`src/rtl/rdc_pkg.sv`:
```
`timescale 1ns / 1ps

package rdc_pkg;

  localparam int COORD_BITS_DEF = 12;
  localparam int FRAC_BITS_DEF  = 8;

  // configuration port
  localparam int CFG_IDX_W  = 3;
  localparam int CFG_DATA_W = 20;

  localparam logic [CFG_IDX_W-1:0] CFG_SRC_WIDTH  = 3'd0;
  localparam logic [CFG_IDX_W-1:0] CFG_SRC_HEIGHT = 3'd1;
  localparam logic [CFG_IDX_W-1:0] CFG_DST_WIDTH  = 3'd2;
  localparam logic [CFG_IDX_W-1:0] CFG_DST_HEIGHT = 3'd3;
  localparam logic [CFG_IDX_W-1:0] CFG_FOCAL      = 3'd4;
  localparam logic [CFG_IDX_W-1:0] CFG_COEF_K1    = 3'd5;
  localparam logic [CFG_IDX_W-1:0] CFG_COEF_K2    = 3'd6;

  localparam int DIM_W   = 13;
  localparam int FOCAL_W = 20;
  localparam int COEF_W  = 20;

  localparam logic [DIM_W-1:0]   RST_SRC_WIDTH  = 13'd640;
  localparam logic [DIM_W-1:0]   RST_SRC_HEIGHT = 13'd480;
  localparam logic [DIM_W-1:0]   RST_DST_WIDTH  = 13'd640;
  localparam logic [DIM_W-1:0]   RST_DST_HEIGHT = 13'd480;
  localparam logic [FOCAL_W-1:0] RST_FOCAL      = 20'd153600;

  // datapath widths
  localparam int OUT_W  = 24;
  localparam int R2_W   = 24;
  localparam int R4_W   = 32;
  localparam int F2_W   = 2 * FOCAL_W;
  localparam int QUOT_W = 41;
  localparam int DEN_W  = 54;
  localparam int DENU_W = DEN_W - 1;
  localparam int R2_SH  = 6;

  // sideband that rides along the quotient divider
  typedef struct packed {
    logic bad;
    logic den_bad;
    logic sign_u;
    logic ovf_u;
    logic sign_v;
    logic ovf_v;
  } qside_t;

endpackage

```
`src/rtl/rdc_div.sv`:
```
`timescale 1ns / 1ps

// pipelined restoring divider, one quotient bit per stage, lanes share the divisor
module rdc_div #(
  parameter int DVW = rdc_pkg::F2_W,
  parameter int QW  = rdc_pkg::R2_W,
  parameter int NL  = 1,
  parameter int SBW = 1
)(
  input  logic                      clk,
  input  logic                      rst,
  input  logic                      en,
  input  logic                      vld_in,
  input  logic [NL-1:0][DVW-1:0]    rem_in,
  input  logic [NL-1:0][QW-1:0]     num_lo,
  input  logic [DVW-1:0]            dvsr,
  input  logic [SBW-1:0]            side_in,
  output logic                      vld_out,
  output logic [NL-1:0][QW-1:0]     quot,
  output logic [SBW-1:0]            side_out
);

  logic [QW-1:0]             vld_r;
  logic [DVW-1:0]            dv_r   [QW];
  logic [NL-1:0][DVW-1:0]    rem_r  [QW];
  logic [NL-1:0][QW-1:0]     num_r  [QW];
  logic [NL-1:0][QW-1:0]     q_r    [QW];
  logic [SBW-1:0]            side_r [QW];

  for (genvar i = 0; i < QW; i++) begin : g_stage
    logic                   vld_c;
    logic [DVW-1:0]         dv_c;
    logic [NL-1:0][DVW-1:0] rem_c;
    logic [NL-1:0][QW-1:0]  num_c;
    logic [NL-1:0][QW-1:0]  q_c;
    logic [SBW-1:0]         side_c;
    logic [NL-1:0][DVW-1:0] rem_next;
    logic [NL-1:0][QW-1:0]  num_next;
    logic [NL-1:0][QW-1:0]  q_next;

    if (i == 0) begin : g_first
      assign vld_c  = vld_in;
      assign dv_c   = dvsr;
      assign rem_c  = rem_in;
      assign num_c  = num_lo;
      assign q_c    = '0;
      assign side_c = side_in;
    end else begin : g_next
      assign vld_c  = vld_r[i-1];
      assign dv_c   = dv_r[i-1];
      assign rem_c  = rem_r[i-1];
      assign num_c  = num_r[i-1];
      assign q_c    = q_r[i-1];
      assign side_c = side_r[i-1];
    end

    always_comb begin
      logic [DVW:0] t;
      logic         ge;
      for (int l = 0; l < NL; l++) begin
        t  = {rem_c[l], num_c[l][QW-1]};
        ge = t >= {1'b0, dv_c};
        rem_next[l] = ge ? DVW'(t - {1'b0, dv_c}) : t[DVW-1:0];
        num_next[l] = {num_c[l][QW-2:0], 1'b0};
        q_next[l]   = {q_c[l][QW-2:0], ge};
      end
    end

    always_ff @(posedge clk) begin
      if (rst) begin
        vld_r[i] <= 1'b0;
      end else if (en) begin
        vld_r[i] <= vld_c;
      end
    end

    always_ff @(posedge clk) begin
      if (en) begin
        dv_r[i]   <= dv_c;
        rem_r[i]  <= rem_next;
        num_r[i]  <= num_next;
        q_r[i]    <= q_next;
        side_r[i] <= side_c;
      end
    end
  end

  assign vld_out  = vld_r[QW-1];
  assign quot     = q_r[QW-1];
  assign side_out = side_r[QW-1];

endmodule

```
`config.mk`:
```
export PLATFORM = sky130hd
export DESIGN_NAME = rdc_div
export DESIGN_NICKNAME = d
export VERILOG_FILES = /design/src/rtl/rdc_pkg.sv /design/src/rtl/rdc_div.sv
export SDC_FILE = /design/constraint.sdc
export NUM_CORES = 2
export LEC_CHECK = 0
export BUFFER_PORTS_ARGS = -buffer_cell sky130_fd_sc_hd__buf_4
export CORE_MARGIN = 2
export CORE_UTILIZATION = 37
export CTS_CLUSTER_SIZE = 30
export DETAILED_ROUTE_END_ITERATION = 10
export GPL_ROUTABILITY_DRIVEN = 0
export PLACE_DENSITY = 0.49
export SYNTH_ARGS = -nofsm -noshare
export SYNTH_HDL_FRONTEND = slang
export SYNTH_SLANG_ARGS = --single-unit
```
`constraint.sdc`:
```
create_clock -name clk -period 11.3 [get_ports clk]
set_input_delay 0.565 -clock clk [delete_from_list [all_inputs] [get_ports clk]]
set_output_delay 0.565 -clock clk [all_outputs]
set_load 0.01 [all_outputs]
```
* Word-level counts from Yosys, hierarchy flattened
Memory sizes are Yosys's and may differ from the RTL's.
Cells that the tools add are included.
** Operators by class
- Magnitude comparators :: 24
- Muxes and demuxes :: 26
- Add/sub/neg operators :: 24
** Operators with widths (number)
- greater-or-equal comparator 41 x 40 -> 1 bit :: 24
- 2-to-1 mux 40 bit :: 24
- subtractor 40 bit :: 24
- 2-to-1 mux 1 bit :: 2
** Word-level totals
- Memories kept :: 5
- Output and inout port bits :: 26
- Bits in writable memories :: 3072
- Input bits :: 109
- Register bits :: 24
- Logic and storage cells :: 103
** Memories
- dv_r :: depth 24, bits a word 40, rd ports 23, clocked after Yosys merged registers in 0, wr ports 24, RTL line rdc_div.sv:24 : logic [DVW-1:0] dv_r [QW];
- rem_r :: depth 24, bits a word 40, rd ports 23, clocked after Yosys merged registers in 0, wr ports 24, RTL line rdc_div.sv:25 : logic [NL-1:0][DVW-1:0] rem_r [QW];
- q_r :: depth 24, bits a word 24, rd ports 24, clocked after Yosys merged registers in 0, wr ports 24, RTL line rdc_div.sv:27 : logic [NL-1:0][QW-1:0] q_r [QW];
- num_r :: depth 24, bits a word 23, rd ports 23, clocked after Yosys merged registers in 0, wr ports 24, RTL line rdc_div.sv:26 : logic [NL-1:0][QW-1:0] num_r [QW];
- side_r :: depth 24, bits a word 1, rd ports 24, clocked after Yosys merged registers in 0, wr ports 24, RTL line rdc_div.sv:28 : logic [SBW-1:0] side_r [QW];

* Depth between registers and ports, before layout
An unclocked memory read counts as a cell.
- Word-level depth :: 3
- Mapped depth :: 16
- Depth with buffers taken out :: 14

* Worst setup path before layout
OpenSTA, ideal clock, no wires.
- Path kind :: reg2reg
- Start :: mem dv_r[1][0] (netlist bit)
- End :: mem rem_r[1][78] (netlist bit), data pin
- Path buffers :: 0
- Clock period less this slack :: 3.560 ns
- Library setup time :: 0.260 ns
- Arrival :: 3.300 ns
- Data required time :: 11.040 ns
- Slack :: 7.740 ns
- Stages on the path, launching flop included :: 14
- Path through :: edfxtp_1 -> ha_1 -> fa_1 -> nand2b_1 -> nor3b_1 -> o31ai_2 -> a221o_2 -> a41oi_2 -> o311a_1 -> o41ai_2 -> a31oi_1 -> o21ai_1 -> xnor2_1 -> mux2_2
** RTL lines (RTL line)
- start, declared :: rdc_div.sv:24
- end, declared :: rdc_div.sv:25

==> reports/metrics.cfg <==
[status]
status = completed

[yosys]
netlist_area_um2 = 136700
synth-seq-cells = 2464
synthFlopType = edfxtp_1
netlist.area_leader.share_pct = 53.60
async_flop_share_pct = 0
synth_warnings = 0
yosysUniqueCellTypes = 103
syn_inst = 12091
yosys.cell_count.top_type = edfxtp_1
avgSynthCellArea_um2 = 11.30
netlist_top_cells_count = 2440 x edfxtp_1, 1199 x inv_1, 1196 x a21oi_1
synth_top_area_cell = edfxtp_1
synth_edf_count = 2440
yosysSeqAreaShare_pct = 53.96
syn_nets = 13183
synth_area_leaders = edfxtp_1 54%, ha_1 8.8%, a21oi_1 4.4%, inv_1 3.3%, xnor2_1 3.2%

[finish]
final_layout_size_suffix_gt1_share_pct = 8.678
final_area_um2 = 153400
nFillCells = 34757
regArea_um2 = 73750
final_nets = 13417
multi_input_area_um2 = 57020
fin_util_pct = 41.64
synthToLayoutAreaGrowth_pct = 12.20

[floorplanning]
start_util_pct = 37.11
io_pins = 135
die_h_um = 611.8
rows = 223
core_area_um2 = 368300
die_area_um2 = 374300
die_width_um = 611.8

[clock_network]
insertion_delay_ns = 0.93
numClockSinks = 2464
post-cts-setup-buffers = 0
path_clk_slew_ns = 0.06
cts_tree = done
clock_path_buffers = 4
cts_root_buf = clkbuf_16
hold_buffers = 100
cts_made_buffers = 295
cts_resized = 0
htree_levels = 5

[routing]
via_per_inst = 5.328
vias = 92714
antenna_left = 0
drt_iter0_markers = 7280
firstDrtPassIters = 7
routed_wl_um = 349200
wire_per_inst_um = 20.07
post-route-drc-count = 0

[timing]
grt_setup_unrepaired = no
slew_headroom_pct = 21.57
finalCriticalPeriod_ns = 5.370
fin_crit_sh_pct = 47.52
hold_viol = 0
fin_skew_ns = 0.06190
worst_pin_slew_ns = 1.177
fin_ws_ns = 5.930
setup_viol = 0
fmax_mhz = 186.2
tns_ns = 0
slew_violations = 0

[hold_path]
hold_path_class = in2reg
hold_path_end = rem_r[0][25]
whs_path_depth = 3
min_from = rem_in[24]

[worst_setup_path]
arrival_ns = 6.01
end_kind = flip-flop
reg2reg_setup_slack_ns = 5.93
startpoint_type = flip-flop
required_ns = 11.94
r2r_end = rem_r[2][123]
cp_max_fo = 53
rr_worst_depth = 12
crit_type = reg2reg
reg2reg_from = rem_r[2][80]

[placed_design]
dp_slack_ns = 5.899
hpwl_um = 261400
numPortBuffers = 134
place_area_um2 = 142900

[global_route]
antenna_found_initial = 9
grt_max_degree = 164
gr-usage-all-layers_pct = 18.16
grt.overflow.total = 0
grt_pass1_vias = 91491
grt_pass1_wl_um = 535900

[pwr]
leakagePower_nw = 61.80
power_density_nw_per_um2 = 292.7
ir_drop_mv = 0.1493

[run]
cap_violations = 0

## worst max-delay path, cell delays in order, from the launching register on
cell and delay, ns:
edfxtp_1 0.41, ha_1 0.34, nor2b_1 0.15, o31a_1 0.28
o31ai_1 0.58, a21oi_1 0.37, a31o_2 0.38, a31oi_2 0.33
o21ai_1 0.15, o21ai_0 0.16, nor4b_4 0.93, buf_4 0.58
mux2_2 0.39
## sequential cells by signal, indices dropped and copies added, names as in the netlist
signal and cells:
num_r 276, side_r 24, rem_r 920, q_r 300
g_stage.vld_c 23, vld_out 1, dv_r 920
## worst max path at each step
stage	cells past startpoint	from	slack, ns	end
6_report	12	rem_r[2][80]	5.93	rem_r[2][123]
5_1_grt	13	dv_r[2][81]	5.58	rem_r[2][123]
4_1_cts	12	dv_r[2][132]	5.83	rem_r[2][164]
3_5_place_dp	12	dv_r[2][132]	5.90	rem_r[2][164]
3_3_place_gp	12	dv_r[2][132]	5.92	rem_r[2][164]
2_1_floorplan	13	dv_r[1][0]	7.74	rem_r[1][78]
## layer usage
layer | vias up | global-route usage, % | wire, um
met5 | - | 0 | 51
met4 | 8 | 6.131 | 12360
met3 | 611 | 3.041 | 17910
met2 | 2379 | 31.10 | 169000
met1 | 44874 | 23.17 | 149900
li1 | 44842 | - | -
## per-stage QoR
stage               hold slack, ns  std cells  power [mW]
floorplan                   0.4003      12091       29.95
global placement            0.4003      16765       35.23
detailed placement          0.4045      16765       35.43
CTS                       0.003952      17398       45.15
global route               0.02483      17399       47.99
finish                     0.06723      17400       44.88
## cell usage in the layout, fill, tap and decap left out, types with 51 or more instances in the layout
cell	n
a211oi_1	51
a21o_1	517
a21oi_1	1195
a31oi_1	91
and3_1	86
buf_4	177
clkbuf_1	58
clkbuf_16	311
clkinv_1	68
dlygate4sd3_1	100
edfxtp_1	2440
ha_1	960
inv_1	1199
mux2_2	363
nand2_1	720
nand2b_1	113
nand3_1	182
nand4_1	215
nor2_1	790
nor2b_1	125
nor3_1	120
o21a_1	132
o21ai_0	683
o21bai_1	122
o31ai_1	55
xnor2_1	500
xor2_1	304
## logic make-up after synthesis
family | share of synthesized area, %
compound gates | 14.96
simple gates | 8.900
flops | 53.96
buf+inv | 4.449
fa+ha+maj | 9.124
xor+xnor | 5.152
mux | 3.463
## where the power goes
part,switching [mW],internal [mW]
clock network,3.83,5.52
registers,1.58,13.5
logic,11.8,8.69
## area by class of cell
| class | count | area share [%] |
|---|---|---|
| Antenna cell | 2 | 0.003263 |
| Clock buffer | 369 | 5.216 |
| Clock inverter | 164 | 0.9390 |
| Inverter | 1199 | 2.935 |
| Multi-Input combinational cell | 8075 | 37.18 |
| Sequential cell | 2464 | 48.09 |
| Tap cell | 4837 | 3.946 |
| Timing Repair Buffer | 290 | 1.694 |
No activity file was read; power rests on OpenSTA's default activity.
